**config.mk**
```make
export PLATFORM = sky130hd
export DESIGN_NAME = dma_tx_ring_buffer
export DESIGN_NICKNAME = d
export VERILOG_FILES = /design/src/rtl/dtrb_pkg.sv /design/src/rtl/dma_tx_ring_buffer.sv /design/src/rtl/dtrb_ctrl.sv /design/src/rtl/dtrb_datapath.sv
export SDC_FILE = /design/constraint.sdc
export NUM_CORES = 2
export LEC_CHECK = 0
export ABC_AREA = 1
export BUFFER_PORTS_ARGS = -buffer_cell sky130_fd_sc_hd__clkbuf_2
export CAP_MARGIN = 10
export CELL_PAD_IN_SITES_DETAIL_PLACEMENT = 0
export CELL_PAD_IN_SITES_GLOBAL_PLACEMENT = 1
export CORE_ASPECT_RATIO = 1.25
export CORE_UTILIZATION = 58
export CTS_BUF_LIST = sky130_fd_sc_hd__clkbuf_4 sky130_fd_sc_hd__clkbuf_8
export CTS_CLUSTER_SIZE = 8
export DETAILED_ROUTE_END_ITERATION = 16
export PLACE_DENSITY = 0.9
export SYNTH_ARGS = -nofsm -noshare
export SYNTH_HDL_FRONTEND = slang
export SYNTH_SLANG_ARGS = --single-unit
export TNS_END_PERCENT = 100
```
**constraint.sdc**
```tcl
create_clock -name clock -period 13.91 [get_ports clock]
set_input_delay 1.391 -clock clock [delete_from_list [all_inputs] [get_ports clock]]
set_output_delay 1.391 -clock clock [all_outputs]
set_load 0.05 [all_outputs]
```
**src/rtl/dtrb_pkg.sv**
```systemverilog
// Shared types and constants for the DMA transmit ring buffer.
// No dependencies; used by the controller, the datapath and the top level.
package dtrb_pkg;

   // Fixed width of positions and counts on the result channel
   localparam int POS_W = 9;

   // Request kinds carried with each input beat
   typedef enum logic [1:0] {
      MODE_WRITE    = 2'd0,
      MODE_COMPLETE = 2'd1,
      MODE_FAIL     = 2'd2,
      MODE_READ     = 2'd3
   } mode_type;

   // Controller states, one-hot
   typedef enum logic [1:0] {
      ST_IDLE = 2'b01,
      ST_EXEC = 2'b10
   } state_type;

   // Commands from the controller to the datapath
   typedef struct packed {
      logic capture;   // latch the accepted request beat
      logic execute;   // apply the latched request and load the result register
   } cmd_type;

endpackage

```
**src/rtl/dma_tx_ring_buffer.sv**
```systemverilog
// DMA transmit ring buffer, top level.
// Request channel (req_*): one beat per message byte, completion, failure or
// DMA byte read; the kind is in req_tuser, the last byte of a message is marked
// by req_tlast. Result channel (rsp_*): exactly one beat per request beat, in
// order, carrying status, an optional chunk request (start and length, cut at
// the store end), read data, busy, bytes held and the running drop count.
// Timing: a beat is accepted in the idle state and applied in the execute step
// that follows once the result register is free, so the block takes no new beat
// before the last one is executed; this is set by the capture and execute steps
// of the controller around the single-port byte store. The result is registered
// on execute. The next request is accepted while a result still waits;
// its execute step holds until the result register is taken, so a stalled
// receiver stops the request side after one buffered beat.
// Reset clears pointers, busy, chunk length, drop count and discard state; the
// byte store itself is not cleared and has no clearing pass, so a position
// must be written before the DMA reads it.
// Depends on dtrb_pkg, dtrb_ctrl and dtrb_datapath.
module dma_tx_ring_buffer #(
   parameter int BUFFER_DEPTH = 512
) (
   input  logic        clock,
   input  logic        reset,
   input  logic        req_tvalid,
   output logic        req_tready,
   input  logic [39:0] req_tdata,   // data_byte[7:0], message_length[23:8],
                                    // read_index[32:24], zero[39:33]
   input  logic [2:0]  req_tuser,   // mode[1:0], first_of_message[2]
   input  logic        req_tlast,   // last_of_message
   output logic        rsp_tvalid,
   input  logic        rsp_tready,
   output logic [71:0] rsp_tdata    // status[0], start_valid[1], start_index[10:2],
                                    // start_length[19:11], read_data[27:20],
                                    // busy_flag[28], used_count[37:29],
                                    // drop_total[69:38], zero[71:70]
);

   dtrb_pkg::cmd_type cmd;

   logic                        status, start_valid, busy_flag;
   logic [dtrb_pkg::POS_W-1:0]  start_index, start_length, used_count;
   logic [7:0]                  read_data;
   logic [31:0]                 drop_total;

   dtrb_ctrl u_ctrl (
      .clock      (clock),
      .reset      (reset),
      .req_tvalid (req_tvalid),
      .req_tready (req_tready),
      .rsp_tvalid (rsp_tvalid),
      .rsp_tready (rsp_tready),
      .cmd        (cmd)
   );

   dtrb_datapath #(
      .BUFFER_DEPTH (BUFFER_DEPTH)
   ) u_datapath (
      .clock                (clock),
      .reset                (reset),
      .cmd                  (cmd),
      .req_mode             (req_tuser[1:0]),
      .req_data_byte        (req_tdata[7:0]),
      .req_message_length   (req_tdata[23:8]),
      .req_first_of_message (req_tuser[2]),
      .req_last_of_message  (req_tlast),
      .req_read_index       (req_tdata[32:24]),
      .rsp_status           (status),
      .rsp_start_valid      (start_valid),
      .rsp_start_index      (start_index),
      .rsp_start_length     (start_length),
      .rsp_read_data        (read_data),
      .rsp_busy_flag        (busy_flag),
      .rsp_used_count       (used_count),
      .rsp_drop_total       (drop_total)
   );

   // Pack the result beat, first field lowest
   assign rsp_tdata = {2'b00, drop_total, used_count, busy_flag, read_data,
                       start_length, start_index, start_valid, status};

`ifndef NO_ASSERTIONS
   // An accepted beat moves the controller into its execute step
   a_accept_exec: assert property (@(posedge clock) disable iff (reset)
      (req_tvalid && req_tready) |=> !req_tready)
      else $error("request accepted twice without an execute step");

   // A requested chunk always leaves the block busy
   a_start_busy: assert property (@(posedge clock) disable iff (reset)
      (rsp_tvalid && rsp_tdata[1]) |-> rsp_tdata[28])
      else $error("chunk requested while busy flag is clear");

   // A new result appears only after an execute step
   a_rsp_after_exec: assert property (@(posedge clock) disable iff (reset)
      $rose(rsp_tvalid) |-> $past(!req_tready))
      else $error("result raised without an execute step");
`endif

endmodule

```
**src/rtl/dtrb_ctrl.sv**
```systemverilog
// Sequencing controller for the DMA transmit ring buffer.
// Depends on dtrb_pkg; drives the capture and execute commands of dtrb_datapath.
module dtrb_ctrl (
   input  logic              clock,
   input  logic              reset,
   input  logic              req_tvalid,
   output logic              req_tready,
   output logic              rsp_tvalid,
   input  logic              rsp_tready,
   output dtrb_pkg::cmd_type cmd
);

   dtrb_pkg::state_type state_ff, state_in;
   logic                out_valid_ff, out_valid_in;
   logic                out_free;

   // The result register can take a new beat when empty or being emptied
   assign out_free   = !out_valid_ff || rsp_tready;
   assign req_tready = (state_ff == dtrb_pkg::ST_IDLE);
   assign rsp_tvalid = out_valid_ff;

   // Step between capture and execute; hold in execute while the result waits
   always_comb begin
      state_in     = state_ff;
      out_valid_in = out_valid_ff && !rsp_tready;
      cmd.capture  = 1'b0;
      cmd.execute  = 1'b0;
      case (state_ff)
         dtrb_pkg::ST_IDLE: begin
            if (req_tvalid) begin
               cmd.capture = 1'b1;
               state_in    = dtrb_pkg::ST_EXEC;
            end
         end
         dtrb_pkg::ST_EXEC: begin
            if (out_free) begin
               cmd.execute  = 1'b1;
               out_valid_in = 1'b1;
               state_in     = dtrb_pkg::ST_IDLE;
            end
         end
         default: begin
            state_in     = dtrb_pkg::ST_IDLE;
            out_valid_in = 1'b0;
         end
      endcase
   end

   always_ff @(posedge clock) begin
      if (reset) begin
         state_ff     <= dtrb_pkg::ST_IDLE;
         out_valid_ff <= 1'b0;
      end else begin
         state_ff     <= state_in;
         out_valid_ff <= out_valid_in;
      end
   end

endmodule

```
**src/rtl/dtrb_datapath.sv**
```systemverilog
// Datapath of the DMA transmit ring buffer: pointers, drop counter, byte store
// and result register. Depends on dtrb_pkg; commanded by dtrb_ctrl.
module dtrb_datapath #(
   parameter int BUFFER_DEPTH = 512
) (
   input  logic                         clock,
   input  logic                         reset,
   input  dtrb_pkg::cmd_type            cmd,
   input  logic [1:0]                   req_mode,
   input  logic [7:0]                   req_data_byte,
   input  logic [15:0]                  req_message_length,
   input  logic                         req_first_of_message,
   input  logic                         req_last_of_message,
   input  logic [8:0]                   req_read_index,
   output logic                         rsp_status,
   output logic                         rsp_start_valid,
   output logic [dtrb_pkg::POS_W-1:0]   rsp_start_index,
   output logic [dtrb_pkg::POS_W-1:0]   rsp_start_length,
   output logic [7:0]                   rsp_read_data,
   output logic                         rsp_busy_flag,
   output logic [dtrb_pkg::POS_W-1:0]   rsp_used_count,
   output logic [31:0]                  rsp_drop_total
);

   localparam int PTR_W  = $clog2(BUFFER_DEPTH);
   localparam int CNT_W  = $clog2(BUFFER_DEPTH + 1);
   localparam int LEN_W  = (CNT_W > 16) ? CNT_W : 16;
   localparam int RIDX_W = (CNT_W > 9) ? CNT_W : 9;

   localparam logic [CNT_W-1:0] DEPTH_C = CNT_W'(BUFFER_DEPTH);
   localparam logic [PTR_W:0]   DEPTH_S = (PTR_W + 1)'(BUFFER_DEPTH);

   // Latched request beat
   dtrb_pkg::mode_type mode_ff;
   logic [7:0]         byte_ff;
   logic [15:0]        len_ff;
   logic               first_ff, last_ff;
   logic [8:0]         ridx_ff;

   // Ring state
   logic [PTR_W-1:0]   wr_pos_ff, wr_pos_in;
   logic [PTR_W-1:0]   rd_pos_ff, rd_pos_in;
   logic               in_flight_ff, in_flight_in;
   logic [PTR_W-1:0]   chunk_ff, chunk_in;
   logic [31:0]        drop_ff, drop_in;
   logic               discard_ff, discard_in;

   // Result register
   logic               status_ff, status_in;
   logic               start_ff, start_in;
   logic [PTR_W-1:0]   start_idx_ff, start_len_ff;
   logic               rd_en_ff, rd_en_in;
   logic [7:0]         rd_q_ff;

   // Byte store
   logic [7:0]         byte_store [BUFFER_DEPTH];
   logic               store_we;

   logic [CNT_W-1:0]   used_cnt, free_cnt;
   logic               drop_msg, discard_now;
   logic [31:0]        drop_add;
   logic [PTR_W:0]     wr_inc, rd_sum;
   logic [PTR_W-1:0]   wr_step, rd_step;
   logic               ts_req, ts_busy;
   logic [PTR_W-1:0]   ts_w, ts_r;
   logic [CNT_W-1:0]   ts_len;
   logic [PTR_W-1:0]   ridx_addr;

   // Latch the beat handed over by the controller
   always_ff @(posedge clock) begin
      if (cmd.capture) begin
         mode_ff  <= dtrb_pkg::mode_type'(req_mode);
         byte_ff  <= req_data_byte;
         len_ff   <= req_message_length;
         first_ff <= req_first_of_message;
         last_ff  <= req_last_of_message;
         ridx_ff  <= req_read_index;
      end
   end

   // Occupancy of the ring before the step
   always_comb begin
      if (wr_pos_ff >= rd_pos_ff) begin
         used_cnt = CNT_W'(wr_pos_ff) - CNT_W'(rd_pos_ff);
      end else begin
         used_cnt = DEPTH_C - CNT_W'(rd_pos_ff) + CNT_W'(wr_pos_ff);
      end
      free_cnt = DEPTH_C - CNT_W'(1) - used_cnt;
   end

   // Advanced positions, wrapped at the store end
   assign wr_inc  = {1'b0, wr_pos_ff} + (PTR_W + 1)'(1);
   assign wr_step = (wr_inc == DEPTH_S) ? '0 : wr_inc[PTR_W-1:0];
   assign rd_sum  = {1'b0, rd_pos_ff} + {1'b0, chunk_ff};
   assign rd_step = (rd_sum >= DEPTH_S) ? PTR_W'(rd_sum - DEPTH_S) : rd_sum[PTR_W-1:0];

   // Admission of a new message on its first byte
   assign drop_msg    = (len_ff != '0) && (LEN_W'(len_ff) > LEN_W'(free_cnt));
   assign discard_now = first_ff ? ((len_ff == '0) || drop_msg) : discard_ff;

   // Next ring state for the latched request
   always_comb begin
      wr_pos_in    = wr_pos_ff;
      rd_pos_in    = rd_pos_ff;
      in_flight_in = in_flight_ff;
      chunk_in     = chunk_ff;
      discard_in   = discard_ff;
      drop_add     = '0;
      status_in    = 1'b0;
      rd_en_in     = 1'b0;
      store_we     = 1'b0;
      ts_req       = 1'b0;
      ts_busy      = in_flight_ff;
      ts_w         = wr_pos_ff;
      ts_r         = rd_pos_ff;
      case (mode_ff)
         dtrb_pkg::MODE_WRITE: begin
            if (first_ff && drop_msg) begin
               drop_add = 32'(len_ff);
            end
            if (discard_now) begin
               status_in  = 1'b1;
               discard_in = !last_ff;
            end else begin
               discard_in = 1'b0;
               if (free_cnt == '0) begin
                  // store full, e.g. more bytes than announced: drop this one
                  status_in = 1'b1;
                  drop_add  = 32'd1;
               end else begin
                  store_we  = 1'b1;
                  wr_pos_in = wr_step;
               end
               ts_req = last_ff;
               ts_w   = wr_pos_in;
            end
         end
         dtrb_pkg::MODE_COMPLETE: begin
            rd_pos_in    = rd_step;
            chunk_in     = '0;
            in_flight_in = 1'b0;
            ts_req       = 1'b1;
            ts_busy      = 1'b0;
            ts_r         = rd_step;
         end
         dtrb_pkg::MODE_FAIL: begin
            in_flight_in = 1'b0;
            chunk_in     = '0;
         end
         dtrb_pkg::MODE_READ: begin
            rd_en_in = (RIDX_W'(ridx_ff) < RIDX_W'(BUFFER_DEPTH));
         end
         default: begin
            rd_en_in = 1'b0;
         end
      endcase

      // Issue a contiguous chunk on a last byte or a completion when idle and data is held
      start_in = ts_req && !ts_busy && (ts_w != ts_r);
      if (ts_w > ts_r) begin
         ts_len = CNT_W'(ts_w) - CNT_W'(ts_r);
      end else begin
         ts_len = DEPTH_C - CNT_W'(ts_r);
      end
      if (start_in) begin
         in_flight_in = 1'b1;
         chunk_in     = ts_len[PTR_W-1:0];
      end
      drop_in = drop_ff + drop_add;
   end

   // Update ring state on execute
   always_ff @(posedge clock) begin
      if (reset) begin
         wr_pos_ff    <= '0;
         rd_pos_ff    <= '0;
         in_flight_ff <= 1'b0;
         chunk_ff     <= '0;
         drop_ff      <= '0;
         discard_ff   <= 1'b0;
      end else if (cmd.execute) begin
         wr_pos_ff    <= wr_pos_in;
         rd_pos_ff    <= rd_pos_in;
         in_flight_ff <= in_flight_in;
         chunk_ff     <= chunk_in;
         drop_ff      <= drop_in;
         discard_ff   <= discard_in;
      end
   end

   // Load the result register on execute
   always_ff @(posedge clock) begin
      if (cmd.execute) begin
         status_ff    <= status_in;
         start_ff     <= start_in;
         start_idx_ff <= start_in ? ts_r : '0;
         start_len_ff <= start_in ? ts_len[PTR_W-1:0] : '0;
         rd_en_ff     <= rd_en_in;
      end
   end

   // Byte store: one write or one registered read per execute
   assign ridx_addr = PTR_W'(ridx_ff);

   always_ff @(posedge clock) begin
      if (cmd.execute && store_we) begin
         byte_store[wr_pos_ff] <= byte_ff;
      end
   end

   always_ff @(posedge clock) begin
      if (cmd.execute && rd_en_in) begin
         rd_q_ff <= byte_store[ridx_addr];
      end
   end

   // Ring state holds until the result is taken, so report it directly
   assign rsp_status       = status_ff;
   assign rsp_start_valid  = start_ff;
   assign rsp_start_index  = dtrb_pkg::POS_W'(start_idx_ff);
   assign rsp_start_length = dtrb_pkg::POS_W'(start_len_ff);
   assign rsp_read_data    = rd_en_ff ? rd_q_ff : 8'd0;
   assign rsp_busy_flag    = in_flight_ff;
   assign rsp_used_count   = dtrb_pkg::POS_W'(used_cnt);
   assign rsp_drop_total   = drop_ff;

endmodule

```
# == Word level (Yosys, flattened, before mapping) ==
# Memories as Yosys holds them, arrays and structs flattened. A register that Yosys moved wholly into a read port is not among the register bits.
# Cells that the tools add are included.
# totals
regBits,122
ramBits,4096
input_bits,48
out_inout_bits,74
elab_cells,104
memories,1
# memory_table
memory,words,width,rd,rd_clocked_by_memory_dff,write_ports,line_no,source
u_datapath.byte_store,512,8,1,1,1,dtrb_datapath.sv:56,logic [7:0] byte_store [BUFFER_DEPTH];
# classes
n_addsub,10
n_lt_le_gt_ge,4
eq_ne,9
muxes,39
reduce_logical,22
# ops
operator,count
$mux W9,9
$mux W32,2
$add A32 B32 Y32,1
$mux W16,2
$mux W1,19
$gt A16 B10 Y1,1
$logic_not A16 Y1,1
$reduce_bool A16 Y1,1
$add A10 B9 Y10,1
$add A9 B1 Y10 const B,1
$add A9 B9 Y10,1
$eq A10 B10 Y1 const B,1
$ge A10 B10 Y1 const B,1
$logic_not A10 Y1,1
$mux W10,1
$sub A10 B9 Y10 const A,1
$sub A9 B10 Y10 const A,1
$sub A9 B9 Y10,1
$ge A9 B9 Y1,1
$gt A9 B9 Y1,1
$ne A9 B9 Y1,1
$sub A1 B9 Y9 const A,1
$sub A9 B1 Y9 const B,1
$sub A9 B9 Y9,1
15 further kinds,32

# == Longest topological paths before layout ==
# depth
word_depth,14
depth_mapped,39
depth_no_buf,38

# == Hierarchy ==
# Synthesis repeated with hierarchy kept, for this count alone.
# unflattened
cells_unflattened,14232
hier_area_um2,171939.9
# modules_own_cells
module,instances,cells_each,area_each_um2,seq_area_each_um2
dtrb_datapath,1,14196,171694.7,126201.0
dtrb_ctrl,1,30,203.9,60.1
dma_tx_ring_buffer,1,6,41.3,0.0

# == Worst setup path after synthesis ==
# Ideal clock, no wire load.
# synth_timing
path_kind,register to register
from,register u_datapath.byte_ff[0]
to,memory u_datapath.byte_store[0][0] (data pin)
setup_ns,1.435
arrival_time_ns,6.158
t_required_ns,12.475
path_slack_ns,6.317
stages_incl_launch_ff,1
n_path_buf,0
period_less_slack_ns,7.593
cell_sequence,edfxtp_1
# synth_lines
element,line_no,source
"start, declared",dtrb_datapath.sv:35,logic [7:0] byte_ff;
"start signal, assigned",dtrb_datapath.sv:73,byte_ff <= req_data_byte;
"end, declared",dtrb_datapath.sv:56,
# Straight into the memory's write port.

# == Worst setup path in the final report ==
# layout_timing
from,register u_datapath.wr_pos_ff[3]
to,memory u_datapath.byte_store[393][5] (enable)
# layout_via
elab_chain_len,12
elab_cells_between_ends,16
cone_classes,3 x add/sub; 2 x order compare; 7 x mux; 4 x reduce/logical
# layout_rtl
element,line_no,source
"start, declared",dtrb_datapath.sv:41,"logic [PTR_W-1:0] wr_pos_ff, wr_pos_in;"
"start signal, assigned",dtrb_datapath.sv:182,wr_pos_ff <= wr_pos_in;
$add A10 B9 Y10 (tied with other cells),dtrb_datapath.sv:86,used_cnt = DEPTH_C - CNT_W'(rd_pos_ff) + CNT_W'(wr_pos_ff);
$mux W10,dtrb_datapath.sv:83,if (wr_pos_ff >= rd_pos_ff) begin
$sub A9 B10 Y10,dtrb_datapath.sv:88,free_cnt = DEPTH_C - CNT_W'(1) - used_cnt;
$gt A16 B10 Y1,dtrb_datapath.sv:98,assign drop_msg = (len_ff != '0) && (LEN_W'(len_ff) > LEN_W'(free_cnt));
$logic_and A1 B1 Y1,dtrb_datapath.sv:98,
$logic_or A1 B1 Y1,dtrb_datapath.sv:99,assign discard_now = first_ff ? ((len_ff == '0) || drop_msg) : discard_ff;
$mux W1,dtrb_datapath.sv:99,
$mux W1,dtrb_datapath.sv:121,if (discard_now) begin
$mux W1,dtrb_datapath.sv:116,case (mode_ff)
$logic_and A1 B1 Y1,dtrb_datapath.sv:206,if (cmd.execute && store_we) begin
$mux W1,dtrb_datapath.sv:206,
$mux W1 (not written as such),dtrb_datapath.sv:207,byte_store[wr_pos_ff] <= byte_ff;
# Parallel ways exist; a longest one is shown, timed or not.

==> metrics.md <==
| Metric | Value |
|---|---|
| Post-synthesis sequential element count | `4226` |
| Pin count of the biggest net entering global routing | `279` |
| Post-layout util | `63.1%` |
| Final setup fails | `0` |
| Post-CTS Resized | `0` |
| Max-cap violations | `0` |
| Post-synth top area share | `73.2%` |
| Clk_lat worst skew | `1.08 ns` |
| Ports | `122` |
| Row cnt | `222` |
| Logic gate share of total power | `13.7%` |
| Fmax achieved | `134 MHz` |
| Sink Count | `4226` |
| Primary FF master, synth | `edfxtp_1` |
| Fin. Hold Viols | `0` |
| Slew @ Worst Pin | `1.36 ns` |
| DRT iter0 DRCs | `14700` |
| Post-synth top area cell | `edfxtp_1` |
| Status | `completed` |
| Final nets | `13900` |
| Synth area leaders | `edfxtp_1, o21ai_0, nor2_1` |
| Layout area overhead | `8.13%` |
| Number of global-route vias before repair | `111000` |
| Cell mode on critical path | `nand2_1` |
| Internal power | `19.9 mW` |
| Min Tclk post-route | `7.45 ns` |
| Pleak | `60.2 nW` |
| Mapped Cells | `13900` |
| Ratio of cells with drive above 1 in the final layout | `8.50%` |
| Final Max Slew Viols | `0` |
| Filler Cell Count | `21400` |
| Critical Path RT | `14.61 ns` |
| Setup Fix Bufs, Post-CTS | `0` |
| Met1 Usage GRT | `38.6%` |
| Top delay family on crit path | `simple AND/OR/NAND/NOR gates` |
| Max Root-Sink Buffers | `4` |
| Num CTS Buffers | `635` |
| Worst rel slew slack | `8.92%` |
| Async set-reset flop share out of synthesis | `0%` |
| Final setup TNS | `0 ns` |
| Max stage delay cell, worst path | `nor2_2` |
| Largest Register | `u_datapath.byte_store` |
| Critical path fanouts, max | `16` |
| Cells along the critical path | `ha_1 > a21oi_2 > nand2_1 > nand2_1 > nand3_1 > nand2_1 > inv_1 > a21oi_1 > o21ai_0 > ha_1 > a21oi_1 > nand2_1 > nor2_1 > nand2_1 > nand2_1 > nand2_1 > nand2_1 > nand2_2 > nor2_4 > inv_2 > nor2_2 > nand2_1 > nor2_1` |
| Via count | `114000` |
| RSZ-0062 raised after global routing | `no` |
| Crit path DAT | `8.15 ns` |
| Post-synthesis sequential area ratio | `73.9%` |
| Yosys cell types | `44` |
| Hpwl dp | `248 mm` |
| Via/cell ratio | `6.33` |
| Die Wd | `487 µm` |
| Routed Antenna Nets | `0` |
| Post-Syn Area | `171000 µm²` |
| Post-synth EDFFs | `4162` |
| Synth warnings | `0` |
| Synth Area per Inst | `12.3 µm²` |
| Clock-pin slew on the worst setup and hold paths | `0.06 ns` |
| Hold Worst Slack | `0.481 ns` |
| Fin Clk Skew | `0.0594 ns` |
| Placed Area | `174000 µm²` |
| Met3 GRT Util | `5.76%` |
| DRT Pass-1 Iters | `9` |
| IO buf count | `112` |
| Die footprint | `297000 µm²` |
| Pwr Density | `148 nW/µm²` |
| Commonest non-fill, non-tap cells in the layout | `edfxtp_1, nor2_1, o21ai_0, nand2_1, nand3_1` |
| Final routed DRC violation total | `0` |
| Clock Tree Root | `clkbuf_8` |
| Clk pwr share | `33.7%` |
| Wirelength, routed | `454 mm` |
| Quantity of hold-fixing buffers added after cts | `0` |
| WS Path Type | `reg -> reg` |
| Max reg flops | `4096` |
| CP Launch Type | `flop` |
| Worst IR drop on VDD | `0.0000956 V` |
| GR peak layer | `met2` |
| Chip height | `609 µm` |
| Core ar. | `293000 µm²` |
| Critical path buffers and inverters | `2` |
| Gpl congestion | `0.881` |
| Initial antenna violation count | `19` |
| Post-route cell area | `185000 µm²` |
| Sequential share of power | `52.5%` |
| H-Tree Depth | `6` |
| Wire per inst | `25.2 µm` |
| Total track usage | `29.9%` |
| Grt total ovfl | `0` |
| CP endpoint kind | `flop` |
| Final worst slack | `6.46 ns` |
| TritonCTS clock tree | `built` |
| First-pass GRT wire length | `671 mm` |
| Initial core utilization | `58.3%` |
| Fin crit share | `53.5%` |
| Grt met2 use | `47.7%` |
| CP peak stage delay | `1.13 ns` |
| Hold Crit Class | `in -> reg` |
| DP Worst Slack | `6.67 ns` |
| Net Sw Power | `7.37 mW` |
| Commonest non-fill, non-tap cell in the layout | `edfxtp_1` |
| Switching Share | `27.0%` |
-- cell usage after synthesis (all sizes together) (5+ instances only) --
master and count:
dfxtp 64, o22ai 985, a21o 6, nand2 1310, o21ai 2086, xnor2 7, nor3 70, a21oi 129
clkbuf 719, ha 62, buf 299, xor2 19, inv 230, nand3 1162, or2 6, nor2 2556
nand3b 5, edfxtp 4162, o211ai 5, nand4 15
-- final timing paths --
kind                                   end  cells past startpoint                     from  slack (ns)
min                u_datapath.ridx_addr[4]                      1            req_tdata[28]        0.48
max          u_datapath.byte_store[393][5]                     23  u_datapath.wr_pos_ff[3]        6.46
min reg2reg          u_datapath.discard_ff                      2    u_datapath.discard_ff        0.48
max reg2reg  u_datapath.byte_store[393][5]                     23  u_datapath.wr_pos_ff[3]        6.46
-- metal layers --
| layer | vias to the layer above | wire length (µm) | share of wire (%) |
|---|---|---|---|
| li1 | 50500 | - | - |
| met1 | 55500 | 166000 | 37 |
| met2 | 6821 | 214000 | 47 |
| met3 | 1148 | 47100 | 10 |
| met4 | 6 | 27000 | 5.9 |
| met5 | - | 33 | 0.0073 |
-- logic make-up after synthesis --
logic type               Yosys count  synth area share [%]
flip-flops                      4226                  73.9
other                              1               0.00220
AO/OA/AOI/OAI                   3223                  10.2
adder cells (fa/ha/maj)           66                 0.501
XOR/XNOR                          26                 0.133
AND/OR/NAND/NOR                 5126                  12.3
buffers and inverters           1249                  2.94
-- power by group through the flow --
stage	Sequential [mW]	Combinational, mW	Clock, mW
after global routing	14.3	4.01	9.75
after floorplan	15.0	2.13	0
after detailed placement	14.6	3.66	0
after CTS	14.3	3.67	9.27
after global placement	14.6	3.57	0
final	14.3	3.74	9.21
-- final cells by class --
class	instances	area, µm²	share of cell area (%)
well taps	3920	4900	2.66
flip-flops and latches	4226	126000	68.4
diodes	9	22.5	0.0122
multi-input cells	8443	39600	21.5
inverters	231	913	0.495
clock buffers	820	10300	5.56
clock inverters	81	507	0.274
repair buffers	279	2160	1.17
-- through the flow --
| step | instances | total power [mW] |
|---|---|---|
| 4_1_cts | 18000 | 27.3 |
| 2_1_floorplan | 13900 | 17.1 |
| 3_3_place_gp | 17100 | 18.2 |
| 3_5_place_dp | 17100 | 18.3 |
| 5_1_grt | 18000 | 28.1 |
| 6_report | 18000 | 27.3 |
No activity file was read; power rests on OpenSTA's default activity.
